[src/hw/rtl/lpr_pkg.sv]
// shared types, constants and helpers of the line pixel rasterizer
package lpr_pkg;

    localparam int LPR_SEGMENT_COUNT = 64;
    localparam int LPR_PAGE_COUNT    = 8;
    localparam int LPR_PAGE_ROWS     = 8;

    typedef enum logic [1:0] {
        LPR_IDLE,
        LPR_SETUP,
        LPR_DRAW
    } t_lpr_state;

    // stepping state of the line being drawn
    typedef struct packed {
        logic [5:0]        major_pos;
        logic [5:0]        minor_pos;
        logic [5:0]        major_stop;
        logic signed [7:0] step_error;
        logic [5:0]        major_delta;
        logic [5:0]        minor_delta;
        logic              minor_down;
    } t_lpr_walk;

    typedef struct packed {
        t_lpr_walk walk;
        logic      last;
    } t_lpr_step;

    // column modulo the segment count, segment count between 8 and 64
    function automatic logic [5:0] lpr_seg_of(input logic [5:0] x, input logic [6:0] segs);
        logic [6:0] v;
        v = {1'b0, x};
        for (int i = 0; i < 8; i++) begin
            if (v >= segs) begin
                v = v - segs;
            end
        end
        return v[5:0];
    endfunction

    function automatic logic [8:0] lpr_byte_index(input logic [5:0] x, input logic [5:0] y,
                                                  input logic [6:0] segs);
        logic [5:0] page;
        logic [9:0] prod;
        logic [9:0] sum;
        page = (y / 6'(LPR_PAGE_ROWS)) % 6'(LPR_PAGE_COUNT);
        prod = 10'(page[2:0]) * 10'(segs);
        sum  = prod + {4'b0000, lpr_seg_of(x, segs)};
        return sum[8:0];
    endfunction

endpackage

[src/hw/rtl/lpr_step_unit.sv]
// one stepping update: error accumulate, minor step and end test
module lpr_step_unit (
    input  lpr_pkg::t_lpr_walk i_walk,
    output lpr_pkg::t_lpr_step o_step
);

    logic [5:0]        next_major;
    logic signed [7:0] err_sub;
    logic              minor_move;

    always_comb begin
        next_major = i_walk.major_pos + 6'd1;
        err_sub    = i_walk.step_error - $signed({2'b00, i_walk.minor_delta});
        minor_move = (err_sub <= 8'sd0);

        o_step.walk           = i_walk;
        o_step.walk.major_pos = next_major;
        if (minor_move) begin
            o_step.walk.step_error = err_sub + $signed({2'b00, i_walk.major_delta});
            if (i_walk.minor_down) begin
                o_step.walk.minor_pos = i_walk.minor_pos - 6'd1;
            end else begin
                o_step.walk.minor_pos = i_walk.minor_pos + 6'd1;
            end
        end else begin
            o_step.walk.step_error = err_sub;
        end
        // wrap to zero or reaching the far major coordinate ends the line
        o_step.last = (next_major == 6'd0) || (next_major >= i_walk.major_stop);
    end

endmodule

[src/hw/rtl/line_pixel_rasterizer.sv]
// line pixel rasterizer top level: command intake, setup and pixel stepping
//
//  channel | direction | handshake               | payload
//  --------+-----------+-------------------------+------------------------------------------
//  in      | input     | i_in_valid / o_in_stall | x_start y_start x_end y_end pixel_on
//  out     | output    | o_out_valid/i_out_stall | pix_x pix_y byte_index bit_index set_bit
//          |           |                         | last_pixel
//
// a line of major delta d gives max(1, d) pixel beats; one stepping unit, one pixel a cycle unless stalled
// a command passes through intake, then setup, then pixel stepping while the output is free
// the input stalls from acceptance until the last pixel is loaded into the output register
// an output stall freezes the stepping unit; the last beat may wait while a new command enters
// reset is synchronous, clears the sequencer and the output valid
module line_pixel_rasterizer #(
    parameter int SEGMENT_COUNT = lpr_pkg::LPR_SEGMENT_COUNT
) (
    input  logic       i_clk,
    input  logic       i_rst_n,
    input  logic       i_in_valid,
    output logic       o_in_stall,
    input  logic [5:0] i_x_start,
    input  logic [5:0] i_y_start,
    input  logic [5:0] i_x_end,
    input  logic [5:0] i_y_end,
    input  logic       i_pixel_on,
    output logic       o_out_valid,
    input  logic       i_out_stall,
    output logic [5:0] o_pix_x,
    output logic [5:0] o_pix_y,
    output logic [8:0] o_byte_index,
    output logic [2:0] o_bit_index,
    output logic       o_set_bit,
    output logic       o_last_pixel
);

    lpr_pkg::t_lpr_state r_state, n_state;
    lpr_pkg::t_lpr_walk  r_walk, n_walk;
    lpr_pkg::t_lpr_step  step;

    logic [5:0] r_xa, n_xa, r_ya, n_ya, r_xb, n_xb, r_yb, n_yb;
    logic       r_on, n_on;
    logic       r_steep, n_steep;
    logic       r_out_valid, n_out_valid;
    logic [5:0] r_pix_x, n_pix_x, r_pix_y, n_pix_y;
    logic [8:0] r_byte_index, n_byte_index;
    logic [2:0] r_bit_index, n_bit_index;
    logic       r_set_bit, n_set_bit, r_last_pixel, n_last_pixel;

    logic       load;
    logic [5:0] dx, dy, ma, mi, mfar, mfar_minor;

    lpr_step_unit u_step (
        .i_walk (r_walk),
        .o_step (step)
    );

    always_comb begin
        n_state      = r_state;
        n_walk       = r_walk;
        n_xa         = r_xa;
        n_ya         = r_ya;
        n_xb         = r_xb;
        n_yb         = r_yb;
        n_on         = r_on;
        n_steep      = r_steep;
        n_pix_x      = r_pix_x;
        n_pix_y      = r_pix_y;
        n_byte_index = r_byte_index;
        n_bit_index  = r_bit_index;
        n_set_bit    = r_set_bit;
        n_last_pixel = r_last_pixel;
        load         = 1'b0;

        dx = (r_xa > r_xb) ? (r_xa - r_xb) : (r_xb - r_xa);
        dy = (r_ya > r_yb) ? (r_ya - r_yb) : (r_yb - r_ya);
        ma         = '0;
        mi         = '0;
        mfar       = '0;
        mfar_minor = '0;

        case (r_state)
            lpr_pkg::LPR_IDLE: begin
                if (i_in_valid) begin
                    n_xa    = i_x_start;
                    n_ya    = i_y_start;
                    n_xb    = i_x_end;
                    n_yb    = i_y_end;
                    n_on    = i_pixel_on;
                    n_state = lpr_pkg::LPR_SETUP;
                end
            end
            lpr_pkg::LPR_SETUP: begin
                n_steep = (dy > dx);
                // start from the endpoint with the smaller major coordinate
                if (dy > dx) begin
                    n_walk.major_delta = dy;
                    n_walk.minor_delta = dx;
                    if (r_ya <= r_yb) begin
                        ma = r_ya; mi = r_xa; mfar = r_yb; mfar_minor = r_xb;
                    end else begin
                        ma = r_yb; mi = r_xb; mfar = r_ya; mfar_minor = r_xa;
                    end
                end else begin
                    n_walk.major_delta = dx;
                    n_walk.minor_delta = dy;
                    if (r_xa <= r_xb) begin
                        ma = r_xa; mi = r_ya; mfar = r_xb; mfar_minor = r_yb;
                    end else begin
                        ma = r_xb; mi = r_yb; mfar = r_xa; mfar_minor = r_ya;
                    end
                end
                n_walk.major_pos  = ma;
                n_walk.minor_pos  = mi;
                n_walk.major_stop = mfar;
                n_walk.minor_down = (mfar_minor < mi);
                n_walk.step_error = $signed({2'b00, n_walk.major_delta});
                n_state           = lpr_pkg::LPR_DRAW;
            end
            lpr_pkg::LPR_DRAW: begin
                if (!r_out_valid || !i_out_stall) begin
                    load   = 1'b1;
                    n_walk = step.walk;
                    if (step.last) begin
                        n_state = lpr_pkg::LPR_IDLE;
                    end
                end
            end
            default: begin
                n_state = lpr_pkg::LPR_IDLE;
            end
        endcase

        if (load) begin
            n_pix_x      = r_steep ? r_walk.minor_pos : r_walk.major_pos;
            n_pix_y      = r_steep ? r_walk.major_pos : r_walk.minor_pos;
            n_byte_index = lpr_pkg::lpr_byte_index(n_pix_x, n_pix_y, 7'(SEGMENT_COUNT));
            n_bit_index  = n_pix_y[2:0];
            n_set_bit    = r_on;
            n_last_pixel = step.last;
            n_out_valid  = 1'b1;
        end else if (!i_out_stall) begin
            n_out_valid = 1'b0;
        end else begin
            n_out_valid = r_out_valid;
        end
    end

    always_ff @(posedge i_clk) begin
        if (!i_rst_n) begin
            r_state     <= lpr_pkg::LPR_IDLE;
            r_out_valid <= 1'b0;
        end else begin
            r_state     <= n_state;
            r_out_valid <= n_out_valid;
        end
    end

    always_ff @(posedge i_clk) begin
        r_walk       <= n_walk;
        r_xa         <= n_xa;
        r_ya         <= n_ya;
        r_xb         <= n_xb;
        r_yb         <= n_yb;
        r_on         <= n_on;
        r_steep      <= n_steep;
        r_pix_x      <= n_pix_x;
        r_pix_y      <= n_pix_y;
        r_byte_index <= n_byte_index;
        r_bit_index  <= n_bit_index;
        r_set_bit    <= n_set_bit;
        r_last_pixel <= n_last_pixel;
    end

    assign o_in_stall   = (r_state != lpr_pkg::LPR_IDLE);
    assign o_out_valid  = r_out_valid;
    assign o_pix_x      = r_pix_x;
    assign o_pix_y      = r_pix_y;
    assign o_byte_index = r_byte_index;
    assign o_bit_index  = r_bit_index;
    assign o_set_bit    = r_set_bit;
    assign o_last_pixel = r_last_pixel;

endmodule

[config.mk]
export PLATFORM = sky130hd
export DESIGN_NAME = line_pixel_rasterizer
export DESIGN_NICKNAME = d
export VERILOG_FILES = /design/src/hw/rtl/lpr_pkg.sv /design/src/hw/rtl/lpr_step_unit.sv /design/src/hw/rtl/line_pixel_rasterizer.sv
export SDC_FILE = /design/constraint.sdc
export NUM_CORES = 1
export LEC_CHECK = 0
export BUFFER_PORTS_ARGS = -buffer_cell sky130_fd_sc_hd__buf_2
export CAP_MARGIN = 20
export CORE_UTILIZATION = 30
export DETAILED_ROUTE_END_ITERATION = 6
export PLACE_DENSITY = 0.42
export SLEW_MARGIN = 20
export SYNTH_ARGS = -nofsm -noshare
export SYNTH_HDL_FRONTEND = slang
export SYNTH_HIERARCHICAL = 1
export SYNTH_SLANG_ARGS = --single-unit
[constraint.sdc]
create_clock -name i_clk -period 5.5 [get_ports i_clk]
set_input_delay 1.1 -clock i_clk [delete_from_list [all_inputs] [get_ports i_clk]]
set_output_delay 1.1 -clock i_clk [all_outputs]
set_load 0.01 [all_outputs]
# ---- Word level (Yosys, flattened, before mapping)
# Cells that the tools add are included.
dict set report word_totals {
  in_bits 29
  memories 0
  rom_bits 0
  ram_bits 0
  out_inout_bits 28
  elab_cells 92
  reg_bits 94
  latchBits 0
}
dict set report classes {
  n_addsub 10
  div 0
  n_lt_le_gt_ge 8
  n_bitwise 1
  eq_ne 7
  mux 32
  n_shift 0
  mul 0
  n_reduce_logical 13
}
# operator n
set ops {}
lappend ops {{6-bit 2-to-1 mux} 20}
lappend ops {{39-bit case mux with 2 select lines} 1}
lappend ops {{39-bit 2-to-1 mux} 1}
lappend ops {{6-bit subtractor} 4}
lappend ops {{6-bit greater-than comparator} 3}
lappend ops {{6-bit by 1-bit adder with 6-bit output (second input constant)} 2}
lappend ops {{6-bit less-or-equal comparator} 2}
lappend ops {{12-bit 2-to-1 mux} 1}
lappend ops {{9-bit by 6-bit adder with 9-bit output} 1}
lappend ops {{8-bit by 7-bit adder with 8-bit output} 1}
lappend ops {{8-bit by 1-bit less-or-equal comparator with 1-bit output (second input constant)} 1}
lappend ops {{8-bit 2-to-1 mux} 1}
lappend ops {{8-bit by 7-bit subtractor with 8-bit output} 1}
lappend ops {{6-bit >= comparator} 1}
lappend ops {{6-bit logical NOT} 1}
lappend ops {{6-bit less-than comparator} 1}
lappend ops {{2-bit 2-to-1 mux} 3}
lappend ops {{2-bit != test (second input constant)} 3}
lappend ops {{2-bit case mux with 3 select lines} 1}
lappend ops {{2-bit AND reduction} 3}
lappend ops {{3-bit AND reduction} 2}
lappend ops {{6-bit by 1-bit subtractor with 6-bit output (second input constant)} 1}
lappend ops {{1-bit 2-to-1 mux} 4}
lappend ops {{2-bit by 1-bit != test with 1-bit output (second input constant)} 2}
lappend ops {{other kinds (7)} 10}

# ---- Depth between registers and ports, before layout
dict set report logic_depth {
  depth_word 7
  ltp_mapped 24
  ltp_nobuf 22
}

# ---- Hierarchy
# The synthesis kept the hierarchy.
# mod cells_per_inst seq_area_each_um2 area_per_inst_um2 instances
set by_module_without_submodules {}
lappend by_module_without_submodules {line_pixel_rasterizer 523 2432.3 5263.8 1}
lappend by_module_without_submodules {lpr_step_unit 168 0.0 1365.1 1}

# ---- Worst setup path before layout
# Ideal clock, no wire load.
dict set report synth_path {
  kind {register to register}
  start {reg r_xa[0]}
  end {reg r_walk[0] (netlist bit), data pin}
  t_required_ns 5.348
  setup_slack_ns 0.778
  t_arrival_ns 4.569
  setup_ns 0.152
  period_less_slack_ns 4.722
  stages_incl_launch_ff 24
  n_path_buf 1
  cell_sequence {edfxtp_1 inv_1 ha_1 inv_1 fa_1 a21oi_1 o211ai_2 o21ai_2 mux2_1 a21oi_1 xor2_1 ha_1 nand4_1 or2_2 nand2_1 clkinv_1 clkbuf_1 nor2_1 a21oi_1 ha_1 a21o_1 a211oi_1 nand3_1 o21ai_0}
}
# element line_no
set synth_lines {}
lappend synth_lines {{start, declared} line_pixel_rasterizer.sv:40} ;# logic [5:0] r_xa, n_xa, r_ya, n_ya, r_xb, n_xb, r_yb, n_yb;
lappend synth_lines {{start signal, assigned} line_pixel_rasterizer.sv:160} ;# r_xa <= n_xa;
lappend synth_lines {{end signal, assigned} line_pixel_rasterizer.sv:159} ;# r_walk <= n_walk;
lappend synth_lines {{end, declared} line_pixel_rasterizer.sv:37} ;# lpr_pkg::t_lpr_walk r_walk, n_walk;

==> reports/qor.csv <==
metric,value,unit
Post-synth EDFFs,79,
grt met2 use,0.241,
port buffer count,56,
Power Total,4060,µW
Final min period,5.10,ns
Num CTS Buffers,9,
min-delay worst type,reg -> reg,
post-route ant nets,0,
"Cell Chain, Critical Path",inv_1 -> ha_1 -> inv_1 -> fa_1 -> a21oi_1 -> o211ai_2 -> o21ai_4 -> mux2_1 -> a21oi_1 -> xor2_1 -> ha_1 -> nand4_1 -> or2_2 -> nand2_1 -> buf_4 -> o21ai_0 -> ha_1 -> a21o_1 -> a211oi_1 -> nand3_1 -> o21ai_0,
MaxCap Viol Count,0,
"Period Utilization, post-route",0.927,
CP arrival,5.30,ns
RD Place Congestion,0.838,
area delta synth->final,10.3,%
Layout Cells excl Fill,994,
Crit Path Category,reg -> reg,
largest net degree at the start of global routing,54,
root buf cell,clkbuf_16,
fin util,0.336,
final hold vios,0,
setup_tns,0,ns
post-CTS setup buffers,0,
DR WL/cell,16.7,µm
TritonCTS clock tree,done,
nets,802,
Total GRT Usage,0.155,
WP data required,5.70,ns
ranking of synthesized cells by area,"edfxtp_1 (36%), ha_1 (11%), o21ai_0 (4.3%), mux2i_1 (4.2%), nand2_1 (4.1%)",
"Clk Latency, worst-skew pair",0.35,ns
"area leader, netlist",edfxtp_1,
Yosys reg bits,82,
initial antenna violation count,0,
Max VDD drop,0.000177,V
post-detail-place hpwl,13100,µm
Yosys warnings,6,
CTS Sinks,82,
WL final,16600,µm
fmax,196,MHz
max incr delay on CP,0.47,ns
Critical Path Fanout Max,26,
CTS Buffer Depth,2,
global-route wire length before repair,26300,µm
Post-Syn Area per Cell,9.59,µm²
gr busiest metal,met2,
Least-Margin Pin Slew,0.974,ns
initial DRC count,318,
"Async S/R FF share, synth",0,
relative slew slack,0.350,
synth cell count leaders,"edfxtp_1 (79), nand2_1 (73), inv_1 (58)",
Final Skew,0.00590,ns
vias in the first global route,4735,
vias,4855,
num ports,57,
Cells after DPL,978,
crit path max-delay cell type,edfxtp_1,
register area share after synthesis,0.367,
cell mode on critical path,ha_1,
DR vias/cell,4.88,
RSZ-0062 raised after global routing,false,
crit start category,flop,
Synth Cell Area,0.00663,mm²
Initial Utilization,0.305,
die area,0.0227,mm²
drt first pass iters,5,
Cell variety after synth,70,
Post-Synthesis Cells,691,
H-Tree Depth,3,
Pleak,0.00310,µW
Slew Limit Fails,0,
Die Ht,151,µm
status,finished clean,
Final Setup Violations,0,
DRC viols,0,
Clock transition at path regs,0.07,ns
met3 usage,0.0236,
prevailing post-synth register cell,edfxtp_1,
Antenna diodes,0,
# rows,54,
share of cells above drive strength 1,0.179,
gr ovfl total,0,
syn nets,784,
FILL cells,2237,
CP Capture Type,flop,
power per cell area,555,mW/mm²
chip width,151,µm
GRT met1 Usage,0.218,
most frequent cell after synthesis,edfxtp_1,
area of the core,0.0218,mm²
Synth top area share,0.358,
per-layer routing:
layer  routed length, µm  share of wire
met3                 504          0.030
met4                 331          0.020
met1                8280           0.50
met2                7460           0.45
met5                   0              0
layout by cell type, fill, tap and decap left out, types with 18 or more instances in the layout:
cell	instances
ha_1	57
mux2i_1	26
buf_2	56
a21oi_1	54
o21ai_0	57
a21o_1	18
nand2_1	73
edfxtp_1	79
inv_1	58
nor2_1	34
cells by family after synthesis:
family / Yosys count / share of synthesized area
buffers and inverters: 118 / 0.0881
AOI/OAI and AO/OA: 189 / 0.183
DFF: 82 / 0.367
and+or+nand+nor: 160 / 0.110
muxes: 53 / 0.0891
adders and majority gates: 64 / 0.129
xor gates and xnor gates: 25 / 0.0342
flip-flops by register name, indices dropped and copies added (netlist names), 2 cells and up:
name,flops
r_walk,39
o_pix_y,6
r_xa,6
r_xb,6
r_ya,6
r_yb,6
o_pix_x,5
r_state,2
per-stage QoR:
stage	instance area, µm²	hold WS [ns]	setup slack [ns]
6_report	7310	0.425	0.400
5_1_grt	7310	0.445	0.0386
4_1_cts	7290	0.429	0.251
3_5_place_dp	6990	0.412	0.269
3_3_place_gp	6990	0.408	0.327
2_1_floorplan	6630	0.400	0.778
timing repair:
item / in CTS / in global routing
endpoints found under the setup margin: 0 / 1
resized for setup: 0 / 4
hold buffers: 0 / 0
cell type report:
type / instances / area [µm²] / share of cell area
clock buffer: 9 / 225 / 0.0308
multi-input combinational: 491 / 3650 / 0.499
timing repair buffer: 66 / 359 / 0.0491
inverter: 59 / 221 / 0.0303
sequential: 82 / 2430 / 0.333
tap: 280 / 350 / 0.0479
clock inverter: 7 / 76.3 / 0.0104
worst paths after layout:
path | endpoint | start | slack, ns | cells after the start
worst max-delay path | r_walk[0]$_DFFE_PP_ | r_xa[0]$_DFFE_PP_ | 0.40 | 21
worst min register to register | o_set_bit$_DFFE_PP_ | r_on$_DFFE_PP_ | 0.42 | 0
worst max register to register | r_walk[0]$_DFFE_PP_ | r_xa[0]$_DFFE_PP_ | 0.40 | 21
worst min-delay path | o_set_bit$_DFFE_PP_ | r_on$_DFFE_PP_ | 0.42 | 0
critical path: cells and delay by family (launching register included):
| family | cells | cell delay (ns) |
|---|---|---|
| AOI/OAI and AO/OA | 8 | 1.46 |
| xor gates and xnor gates | 1 | 0.43 |
| adders and majority gates | 4 | 1.12 |
| buffers and inverters | 3 | 0.48 |
| DFF | 1 | 0.47 |
| muxes | 1 | 0.36 |
| and+or+nand+nor | 4 | 0.62 |
power by group:
part           switching, µW  internal (µW)
Sequential               115            914
Combinational           1340           1050
Clock                    278            357
Note: power is estimated with default switching activity, not from simulation.
